**src/sv/rwc_pkg.sv**
```systemverilog
// Shared types and constants for the rolling window checksum block.
// No dependencies; every other file of the block imports this package.
package rwc_pkg;

	localparam int BYTE_W = 8;
	localparam int SUM_W = 16;
	localparam int CSUM_W = 2 * SUM_W;
	localparam int CFG_W = 13;
	localparam int DEF_MAX_WINDOW = 4096;
	localparam logic [CFG_W-1:0] DEF_WINDOW_LEN = 13'd1024;
	localparam int OUT_DEPTH = 4;
	localparam int OCC_W = $clog2(OUT_DEPTH + 1) + 1;

	typedef struct packed {
		logic restart;
		logic full_before;
		logic full_after;
		logic [SUM_W-1:0] n_lo;
		logic [BYTE_W-1:0] byte_new;
	} rwc_ctl_t;

	typedef struct packed {
		logic [CSUM_W-1:0] checksum;
		logic window_full;
	} rwc_res_t;

endpackage

```
**src/sv/rwc_out_fifo.sv**
```systemverilog
// Small result queue that decouples the sum pipeline from the output handshake.
// Holds rwc_res_t entries from rwc_pkg; the caller keeps it from overflowing.
module rwc_out_fifo import rwc_pkg::*; #(
	parameter int DEPTH = OUT_DEPTH
) (
	input  logic clk,
	input  logic arst_n,
	input  logic push,
	input  rwc_res_t push_data,
	input  logic pop,
	output logic not_empty,
	output rwc_res_t head_data,
	output logic [$clog2(DEPTH+1)-1:0] count
);

	localparam int PW = (DEPTH > 1) ? $clog2(DEPTH) : 1;
	localparam int CW = $clog2(DEPTH + 1);

	rwc_res_t buf_q [DEPTH];
	logic [PW-1:0] head_q;
	logic [PW-1:0] tail_q;
	logic [CW-1:0] count_q;
	logic do_pop;

	assign not_empty = count_q != '0;
	assign do_pop = pop && not_empty;
	assign head_data = buf_q[head_q];
	assign count = count_q;

	always_ff @(posedge clk or negedge arst_n) begin
		if (!arst_n) begin
			head_q <= '0;
			tail_q <= '0;
			count_q <= '0;
		end else begin
			if (push) begin
				tail_q <= (tail_q == PW'(DEPTH - 1)) ? '0 : tail_q + 1'b1;
			end
			if (do_pop) begin
				head_q <= (head_q == PW'(DEPTH - 1)) ? '0 : head_q + 1'b1;
			end
			if (push && !do_pop) begin
				count_q <= count_q + 1'b1;
			end else if (!push && do_pop) begin
				count_q <= count_q - 1'b1;
			end
		end
	end

	always_ff @(posedge clk) begin
		if (push) begin
			buf_q[tail_q] <= push_data;
		end
	end

	property p_no_overflow;
		@(posedge clk) disable iff (!arst_n) push && !do_pop |-> count_q < CW'(DEPTH);
	endproperty
	a_no_overflow: assert property (p_no_overflow) else $error("result queue overflow");

	property p_count_tracks;
		@(posedge clk) disable iff (!arst_n)
			(push && !do_pop) |=> count_q == $past(count_q) + 1'b1;
	endproperty
	a_count_tracks: assert property (p_count_tracks) else $error("queue count slipped");

	property p_ptr_range;
		@(posedge clk) disable iff (!arst_n)
			(int'(head_q) < DEPTH) && (int'(tail_q) < DEPTH);
	endproperty
	a_ptr_range: assert property (p_ptr_range) else $error("queue pointer out of range");

endmodule

```
**config.mk**
```make
export PLATFORM = sky130hd
export DESIGN_NAME = rwc_out_fifo
export DESIGN_NICKNAME = d
export VERILOG_FILES = /design/src/sv/rwc_pkg.sv /design/src/sv/rwc_out_fifo.sv
export SDC_FILE = /design/constraint.sdc
export NUM_CORES = 1
export LEC_CHECK = 0
export ABC_AREA = 1
export BUFFER_PORTS_ARGS = -buffer_cell sky130_fd_sc_hd__buf_2
export CORE_MARGIN = 3
export CORE_UTILIZATION = 30
export DETAILED_ROUTE_END_ITERATION = 10
export PLACE_DENSITY = 0.54
export SLEW_MARGIN = 20
export SYNTH_ARGS = -nofsm -noshare
export SYNTH_HDL_FRONTEND = slang
export SYNTH_SLANG_ARGS = --single-unit
```
**constraint.sdc**
```tcl
create_clock -name clk -period 1.83 [get_ports clk]
set_input_delay 0.2745 -clock clk [delete_from_list [all_inputs] [get_ports clk]]
set_output_delay 0.2745 -clock clk [all_outputs]
set_load 0.005 [all_outputs]
```
==> flow_summary_export.csv <==
group,metric,value,unit
clocking,worstSkewPairLatency,0.42,ns
synth,synth.net_count,483,
finish,syn_to_final_growth,28.4,%
setup_path,worstPathCellList,"buf_12 -> buf_16 -> o211ai_1 -> nand2_1 -> buf_2",
synth,syn_area_per_cell,13.5,um2
setup_path,cp_slowest_cell,"dfrtp_4",
die,die_h,146,um
route,drt_wl_total,12.5,mm
route,drt_iter0_markers,194,
global_routing,grt_pass1_wl,19.4,mm
synth,synth-simple-area-share,8.89,%
synth,synth_top_area_cell,"edfxtp_1",
timing,report.final.slew_viol_count,0,
setup_path,startpoint_type,"flip-flop",
finish,num-fill-cells,1819,
pwr,ir_drop,0.758,mV
setup_path,critical_path_class,"flip-flop to primary output",
placed_design,io_buffers,73,
synth,yosys-top-cells-count,"edfxtp_1, nand2_1, inv_1",
setup_path,path_depth,5,
pwr,p_leak,3.09,nW
die,die_w,146,um
die,row_count,50,
setup_path,cp_slowest_stage_delay,0.50,ns
synth,synth_cell_types,18,
die,pin_count,74,
synth,synth-compound-area-share,11.3,%
setup_path,r2r_slack,0.11,ns
synth,muxShareOfSynthArea,0,%
clocking,clockBufferDepth,2,
outcome,violations,"negative setup slack",
setup_path,crit_start,"head_q[0]",
synth,synth_cells,439,
synth,synth_edf_count,132,
clocking,cts.sinks,139,
global_routing,grt-ovfl-total,0,
timing,skew,0.0102,ns
route,antenna_left,0,
global_routing,antenna_found_initial,0,
synth,synthAdderAreaFrac,1.61,%
synth,synth_most_common_cell,"edfxtp_1",
hold_path,worstHoldStart,"push_data[15]",
timing,timing.fmax,0.518,GHz
global_routing,grt_max_degree,34,
global_routing,grt_use_total,12.1,%
clocking,path_clk_slew,0.06,ns
clocking,numCtsBuffers,17,
synth,syn_area,5910,um2
route,vias,3523,
synth,ys_top_cells_by_area,"edfxtp_1, o211ai_2, nand2_1",
synth,synth_top_area_share,67.1,%
placed_design,gp_routability_congestion,0.724,
flow_run,drv_cap,0,
die,die_area,21400,um2
finish,drive_gt1_share,37.1,%
setup_path,rr_startpoint,"count[0]",
synth,synth_top_family_by_area,"compound AO/OA/AOI/OAI gates",
synth,synth_warnings,0,
clocking,cts_root_buffer,"clkbuf_16",
timing,slew_headroom,81.2,%
timing,rsz0062_at_grt,"yes",
setup_path,crit_buf_inv,3,
timing,setup_violations,32,
setup_path,worstRegToRegCells,10,
setup_path,worst-path-max-fanout,8,
route,drc,0,
timing,period_minus_slack,1.93,ns
timing,period_share,105,%
synth,synth-async-reset-ratio,5.04,%
finish,register_area,4140,um2
finish,multi_input_area,1330,um2
route,avgRoutedWirePerCell,15.4,um
finish,diodes,0,
die,start_util,31.1,%
outcome,outcome,"finished, violations left",
finish,final_nets,587,
synth,ys_seq_area_share,70.0,%
pwr,power,12.5,mW
clocking,htreeDepth,4,
hold_path,hp-class,"input port to flip-flop",
timing,tns,-1.68,ns
synth,synth-seq-cells,139,
timing,worst_slack,-0.0994,ns
die,core-area,19000,um2
placed_design,dp_hpwl,7.32,mm
synth,synth-xor-area-share,0.148,%
clocking,cts_tree,"done",
setup_path,crit_required,1.56,ns
hold_path,hold_depth,1,
setup_path,cp-end-kind,"primary output",
setup_path,crit_family,"flip-flops",
route,dr.pass1.iters,6,
synth,synthFlopType,"edfxtp_1",
setup_path,worstPathArrival,1.65,ns
timing,hold_viol,0,
timing,worst_pin_slew,0.281,ns
global_routing,grt_pass1_vias,3504,
route,viasPerCell,4.32,
pwr,power.density,1650,nW/um2
routing by layer:
| layer | vias up | part of all wire, % | global-route usage (%) |
|---|---|---|---|
| li1 | 1733 | - | - |
| met1 | 1693 | 46 | 15.3 |
| met2 | 74 | 48 | 19.0 |
| met3 | 23 | 4.3 | 3.51 |
| met4 | 0 | 2.2 | 5.83 |
| met5 | - | 0 | 0 |
worst paths after layout:
path                                endpoint
worst min-delay path            buf_q[3][15]
worst min register to register      count[2]
worst max register to register      count[2]
worst max-delay path            head_data[7]
max in group asynchronous          head_q[0]
min in group asynchronous           count[2]
report_power, final:
| group | switching (mW) | total, mW | internal [mW] |
|---|---|---|---|
| Sequential | 0.175 | 4.28 | 4.10 |
| Clock | 1.30 | 3.59 | 2.29 |
| Combinational | 2.53 | 4.62 | 2.09 |
| Total | 4.00 | 12.5 | 8.48 |
what timing repair did:
item,CTS,global route
hold buffers,1,0
resized for setup,12,13
pin swaps,28,26
setup buffers,6,2
gates cloned,4,1
hold endpoints to repair,7,0
endpoints found under the setup margin,33,35
layout make-up:
class	count	area share, %
inverters	77	3.81
multi-input cells	201	17.5
repair buffers	107	11.5
flip-flops and latches	139	54.6
well taps	260	4.29
clock inverters	13	2.52
clock buffers	19	5.71
flip-flops by register name, indices dropped and copies added (netlist names):
signal / cells
buf_q: 132
count: 3
head_q: 2
tail_q: 2
cell families after synthesis:
kind of cell	after synthesis
buffers and inverters	99
and+or+nand+nor	125
xor gates and xnor gates	1
AOI/OAI and AO/OA	68
adders and majority gates	7
DFF	139
stage by stage:
stage	std cells	util [%]	hold slack [ns]	worst slack, ns	cell area [um2]
after global placement	770	35.1	0.121	0.158	6670
after CTS	813	39.5	0.0445	-0.116	7510
after detailed placement	770	35.1	0.130	0.0589	6670
final	816	39.9	0.0671	-0.0994	7590
after global routing	816	39.9	0.0485	-0.174	7590
after floorplan	439	-	-0.0211	0.130	5910
cell usage in the layout (no fill, tap or decap), drive strengths merged:
cell type	instances
buf	105
ha	6
clkinv	4
clkbuf	20
nor2	3
inv	79
nand2	118
o211ai	66
edfxtp	132
nand4	1
nand3	3
o21ai	2
fa	1
dfrtp	7
xnor2	1
clkinvlp	3
dlygate4sd3	1
bufinv	4
No activity file was read; power rests on OpenSTA's default activity.
