===== src/sv/rwc_pkg.sv =====
// Shared types and constants for the rolling window checksum block.
// No dependencies; every other file of the block imports this package.
package rwc_pkg;

	localparam int BYTE_W = 8;
	localparam int SUM_W = 16;
	localparam int CSUM_W = 2 * SUM_W;
	localparam int CFG_W = 13;
	localparam int DEF_MAX_WINDOW = 4096;
	localparam logic [CFG_W-1:0] DEF_WINDOW_LEN = 13'd1024;
	localparam int OUT_DEPTH = 4;
	localparam int OCC_W = $clog2(OUT_DEPTH + 1) + 1;

	typedef struct packed {
		logic restart;
		logic full_before;
		logic full_after;
		logic [SUM_W-1:0] n_lo;
		logic [BYTE_W-1:0] byte_new;
	} rwc_ctl_t;

	typedef struct packed {
		logic [CSUM_W-1:0] checksum;
		logic window_full;
	} rwc_res_t;

endpackage


===== src/sv/rwc_sum_pipe.sv =====
// Two-stage sum update: the first stage forms the deltas from the oldest byte,
// the second keeps sum a and sum b and emits one result per item. Uses rwc_pkg.
module rwc_sum_pipe import rwc_pkg::*; (
	input  logic clk,
	input  logic arst_n,
	input  logic in_take,
	input  rwc_ctl_t in_ctl,
	input  logic [BYTE_W-1:0] old_byte,
	output logic res_valid,
	output rwc_res_t res,
	output logic [1:0] inflight
);

	logic valid_s1;
	rwc_ctl_t ctl_s1;
	logic valid_s2;
	logic restart_s2;
	logic full_s2;
	logic [SUM_W-1:0] da_s2;
	logic [SUM_W-1:0] nx_s2;
	logic [SUM_W-1:0] sum_a_q;
	logic [SUM_W-1:0] sum_b_q;
	logic [SUM_W-1:0] da;
	logic [SUM_W-1:0] nx;
	logic [SUM_W-1:0] a_base;
	logic [SUM_W-1:0] b_base;
	logic [SUM_W-1:0] a_new;
	logic [SUM_W-1:0] b_new;

	always_comb begin
		if (ctl_s1.full_before) begin
			da = SUM_W'(ctl_s1.byte_new) - SUM_W'(old_byte);
			nx = ctl_s1.n_lo * SUM_W'(old_byte);
		end else begin
			da = SUM_W'(ctl_s1.byte_new);
			nx = '0;
		end
	end

	assign a_base = restart_s2 ? '0 : sum_a_q;
	assign b_base = restart_s2 ? '0 : sum_b_q;
	assign a_new = a_base + da_s2;
	assign b_new = b_base - nx_s2 + a_new;

	always_ff @(posedge clk or negedge arst_n) begin
		if (!arst_n) begin
			valid_s1 <= 1'b0;
			valid_s2 <= 1'b0;
			sum_a_q <= '0;
			sum_b_q <= '0;
		end else begin
			valid_s1 <= in_take;
			valid_s2 <= valid_s1;
			if (valid_s2) begin
				sum_a_q <= a_new;
				sum_b_q <= b_new;
			end
		end
	end

	always_ff @(posedge clk) begin
		if (in_take) begin
			ctl_s1 <= in_ctl;
		end
		if (valid_s1) begin
			da_s2 <= da;
			nx_s2 <= nx;
			restart_s2 <= ctl_s1.restart;
			full_s2 <= ctl_s1.full_after;
		end
	end

	assign res_valid = valid_s2;
	assign res.checksum = {b_new, a_new};
	assign res.window_full = full_s2;
	assign inflight = 2'(valid_s1) + 2'(valid_s2);

	property p_s2_follows_s1;
		@(posedge clk) disable iff (!arst_n) valid_s1 |=> valid_s2;
	endproperty
	a_s2_follows_s1: assert property (p_s2_follows_s1) else $error("stage 2 lost an item");

	property p_sum_hold;
		@(posedge clk) disable iff (!arst_n)
			!valid_s2 |=> (sum_a_q == $past(sum_a_q)) && (sum_b_q == $past(sum_b_q));
	endproperty
	a_sum_hold: assert property (p_sum_hold) else $error("sums changed without an item");

	property p_partial_no_mult;
		@(posedge clk) disable iff (!arst_n)
			valid_s1 && !ctl_s1.full_before |=> nx_s2 == '0;
	endproperty
	a_partial_no_mult: assert property (p_partial_no_mult) else $error("oldest byte removed early");

endmodule


===== config.mk =====
export PLATFORM = sky130hd
export DESIGN_NAME = rwc_sum_pipe
export DESIGN_NICKNAME = d
export VERILOG_FILES = /design/src/sv/rwc_pkg.sv /design/src/sv/rwc_sum_pipe.sv
export SDC_FILE = /design/constraint.sdc
export NUM_CORES = 1
export LEC_CHECK = 0
export BUFFER_PORTS_ARGS = -buffer_cell sky130_fd_sc_hd__buf_2
export CAP_MARGIN = 20
export CORE_MARGIN = 1.5
export CORE_UTILIZATION = 65
export DETAILED_ROUTE_END_ITERATION = 12
export PLACE_DENSITY = 0.85
export SLEW_MARGIN = 5
export SYNTH_ARGS = -nofsm -noshare
export SYNTH_HDL_FRONTEND = slang
export SYNTH_SLANG_ARGS = --single-unit

===== constraint.sdc =====
create_clock -name clk -period 8.5 [get_ports clk]
set_clock_uncertainty 0.1 [all_clocks]
set_input_delay 0.85 -clock clk [delete_from_list [all_inputs] [get_ports clk]]
set_output_delay 0.85 -clock clk [all_outputs]
set_load 0.005 [all_outputs]

==> impl_metrics.ini <==
[outcome]
run_status = finished, final reports clean

[worst_setup_path]
timing.setup.critical_path_class = reg2out
cp_num_buf_inv = 4
crit_path_top_delay_cell = sky130_fd_sc_hd__edfxtp_1
crit_path_end_kind = output port
crit_path_cell_trace = nor2b_1 > ha_1 > inv_1 > fa_1 > nor2b_1 > o21ai_1 > a21boi_1 > o21ai_1 > nor2b_1 > xnor2_1 > inv_1 > fa_1 > inv_1 > ha_1 > and3_1 > and3_1 > a211oi_1 > nor3_1 > a2111oi_0 > o21bai_1 > xnor3_2 > buf_2
reg2regPathDepth = 22
cp.arrival_ns = 5.52
rr_startpoint = restart_s2
cp_num_cells = 22
critical_path.max_fanout = 11
crit_path_leading_delay_family = adder cells
critical_path.startpoint = restart_s2
timing.critical_path.from_type = register
timing.critical_path.required_ns = 7.55
critPathMaxStageDelay_ns = 0.54

[global_route]
antenna_violations_before_repair = 0
globalRouteTotalUtil_pct = 27.62
first_global_vias = 6082
overflow = 0
grt_pass1_wl_um = 28460
grt_max_degree = 35

[drt]
finalWirelength_um = 17110
routed_via_density = 5.519
route.detailed.drc = 0
first_iteration_detailed_routing_drc_count = 290
drtPass1Iterations = 5
route.vias.total = 6005
avgRoutedWirePerCell_um = 15.73
antenna_left = 0

[floorplanning]
die_x_um = 116.1
die_area_mm2 = 0.01347
placementRows = 41
dieHeight_um = 116.1
initial_utilization_pct = 66.12
coreArea_mm2 = 0.01257
top_level_ports = 74

[clock_network]
post_cts_setup_buffer_count = 0
cts_hold_repair.buffers = 0
cts.htree.levels = 3
ctsResizeCount = 0
tritoncts.num_buffers = 9
clk-insertion-delay-late_ns = 0.36
clock_tree_from_tritoncts = yes
worst_setup_hold_path_clk_slew_ns = 0.07
ctsRootBufferMaster = sky130_fd_sc_hd__clkbuf_16
cts_max_path_buffers = 2
clock_sinks = 88

[timing]
achievable-frequency_ghz = 0.1545
max-slew-margin-rel_pct = 44.94
layout_min_cycle_time_ns = 6.472
worst_slew_pin_tran_ns = 0.8259
final_max_slew_viol_count = 0
timing.final.hold_violations = 0
rsz0062_at_grt = no
setup-tns-final_ns = 0
setup_violations = 0
min_period_over_period_pct = 76.14

[place]
dp.final_hpwl_um = 13400
port_buffers = 73
weighted_congestion_reported_at_the_end_of_routability_driven_placement = 0.8870

[finish]
synthToLayoutAreaGrowth_pct = 9.711
fillerInstances = 907
drive_gt1_share_pct = 14.85
nets = 1090
diodes = 0

[synth]
synth-edff-count = 54
yosys_most_used_dff = sky130_fd_sc_hd__edfxtp_1
synth_area_mm2 = 0.008310
ys_top_cells_by_count = 148 x sky130_fd_sc_hd__inv_1, 77 x sky130_fd_sc_hd__fa_1, 66 x sky130_fd_sc_hd__and2_1
synth_fp_nets = 1023
avg_synthesized_cell_area_um2 = 9.847
ys_ff_latch = 88
synthDominantCellAreaShare_pct = 19.51
synthesis.yosys.warnings = 0
main_area_contributors_after_synthesis = sky130_fd_sc_hd__edfxtp_1 20%, sky130_fd_sc_hd__fa_1 19%, sky130_fd_sc_hd__dfrtp_1 10%
synthArstFlopShare_pct = 38.64
syn_inst = 844
synth_area_leader_cell = sky130_fd_sc_hd__edfxtp_1
synth_most_common_cell = sky130_fd_sc_hd__inv_1
synth_cell_type_count = 55
yosysSeqAreaShare_pct = 29.75

[job]
cap_viol_max_count = 0

[min_path]
worst_hold_startpoint = ctl_s1[24]
min_path_cells = 0
hold_path_class = reg2reg
layout make-up:
type                    instances  area [µm²]  area share [%]
repair buffers                 76       387.9           4.254
clock buffers                   9       225.2           2.470
inverters                     149       559.3           6.134
well taps                     172       215.2           2.360
multi-input cells             587        5196           56.99
clock inverters                 7       61.31          0.6724
flip-flops and latches         88        2472           27.12
metal layers:
| metal | vias to the layer above | share of wire, % | wire (µm) | GRT usage [%] |
|---|---|---|---|---|
| met2 | 191 | 50 | 8493 | 48.43 |
| met5 | - | 0 | 0 | 0 |
| met3 | 35 | 5.2 | 889 | 4.027 |
| met4 | 0 | 2.7 | 455 | 11.30 |
| li1 | 2864 | - | - | - |
| met1 | 2915 | 42 | 7272 | 34.48 |
cell usage in the layout, fill, tap and decap left out, types with 3 or more instances in the layout:
| master | instances |
|---|---|
| sky130_fd_sc_hd__inv_1 | 148 |
| sky130_fd_sc_hd__fa_1 | 77 |
| sky130_fd_sc_hd__buf_2 | 73 |
| sky130_fd_sc_hd__and2_1 | 66 |
| sky130_fd_sc_hd__ha_1 | 64 |
| sky130_fd_sc_hd__nand2_1 | 61 |
| sky130_fd_sc_hd__edfxtp_1 | 54 |
| sky130_fd_sc_hd__nor2_1 | 43 |
| sky130_fd_sc_hd__dfrtp_1 | 34 |
| sky130_fd_sc_hd__nor2b_1 | 30 |
| sky130_fd_sc_hd__xnor2_1 | 30 |
| sky130_fd_sc_hd__mux2_2 | 29 |
| sky130_fd_sc_hd__a21oi_1 | 23 |
| sky130_fd_sc_hd__o21ai_0 | 17 |
| sky130_fd_sc_hd__nand2b_1 | 16 |
| sky130_fd_sc_hd__nor3_1 | 15 |
| sky130_fd_sc_hd__a211oi_1 | 12 |
| sky130_fd_sc_hd__xor2_1 | 11 |
| sky130_fd_sc_hd__nand3_1 | 10 |
| sky130_fd_sc_hd__or3_1 | 9 |
| sky130_fd_sc_hd__clkbuf_16 | 9 |
| sky130_fd_sc_hd__o21ai_1 | 7 |
| sky130_fd_sc_hd__and3_1 | 6 |
| sky130_fd_sc_hd__a21o_1 | 6 |
| sky130_fd_sc_hd__o31ai_1 | 6 |
| sky130_fd_sc_hd__a21boi_1 | 4 |
| sky130_fd_sc_hd__o21a_1 | 4 |
| sky130_fd_sc_hd__or2_2 | 4 |
| sky130_fd_sc_hd__o21bai_1 | 4 |
| sky130_fd_sc_hd__o31a_1 | 3 |
| sky130_fd_sc_hd__buf_4 | 3 |
per-stage QoR:
| stage | area, µm² | hold WS [ns] | cells | utilization [%] | worst slack, ns |
|---|---|---|---|---|---|
| after global routing | 9117 | 0.3476 | 1088 | 72.54 | 1.731 |
| final | 9117 | 0.3227 | 1088 | 72.54 | 2.028 |
| after detailed placement | 8831 | 0.3056 | 1072 | 70.26 | 2.472 |
| after floorplan | 8310 | 0.3003 | 844 | - | 2.913 |
| after global placement | 8831 | 0.3014 | 1072 | 70.26 | 2.608 |
| after CTS | 9117 | 0.3211 | 1088 | 72.54 | 2.055 |
path summary, 6_finish.rpt:
| path | end | slack [ns] |
|---|---|---|
| setup reg to reg | sum_b_q[15] | 3.00 |
| setup / recovery | res[32] | 2.03 |
| min in group asynchronous | sum_a_q[4] | 0.49 |
| hold / removal | full_s2 | 0.32 |
| hold reg to reg | full_s2 | 0.32 |
| max in group asynchronous | sum_b_q[14] | 7.29 |
state kept, by name (all words and copies together) (netlist names):
name / flops
res_valid: 1
sum_a_q: 16
ctl_s1: 27
nx_s2: 16
da_s2: 9
valid_s1: 1
full_s2: 1
sum_b_q: 16
restart_s2: 1
kinds of logic (layout without fill, tap and decap cells):
group | after synthesis | after routing | synth area share, %
flip-flops | 88 | 88 | 29.75
AO/OA/AOI/OAI | 103 | 103 | 8.431
XOR/XNOR | 43 | 43 | 4.803
multiplexers | 31 | 31 | 4.231
buffers and inverters | 169 | 241 | 7.723
adder cells (fa/ha/maj) | 141 | 141 | 28.18
AND/OR/NAND/NOR | 269 | 269 | 16.88
Power is not shown: default switching activity piles up to over one toggle a cycle in this logic, so the estimate is an artifact.
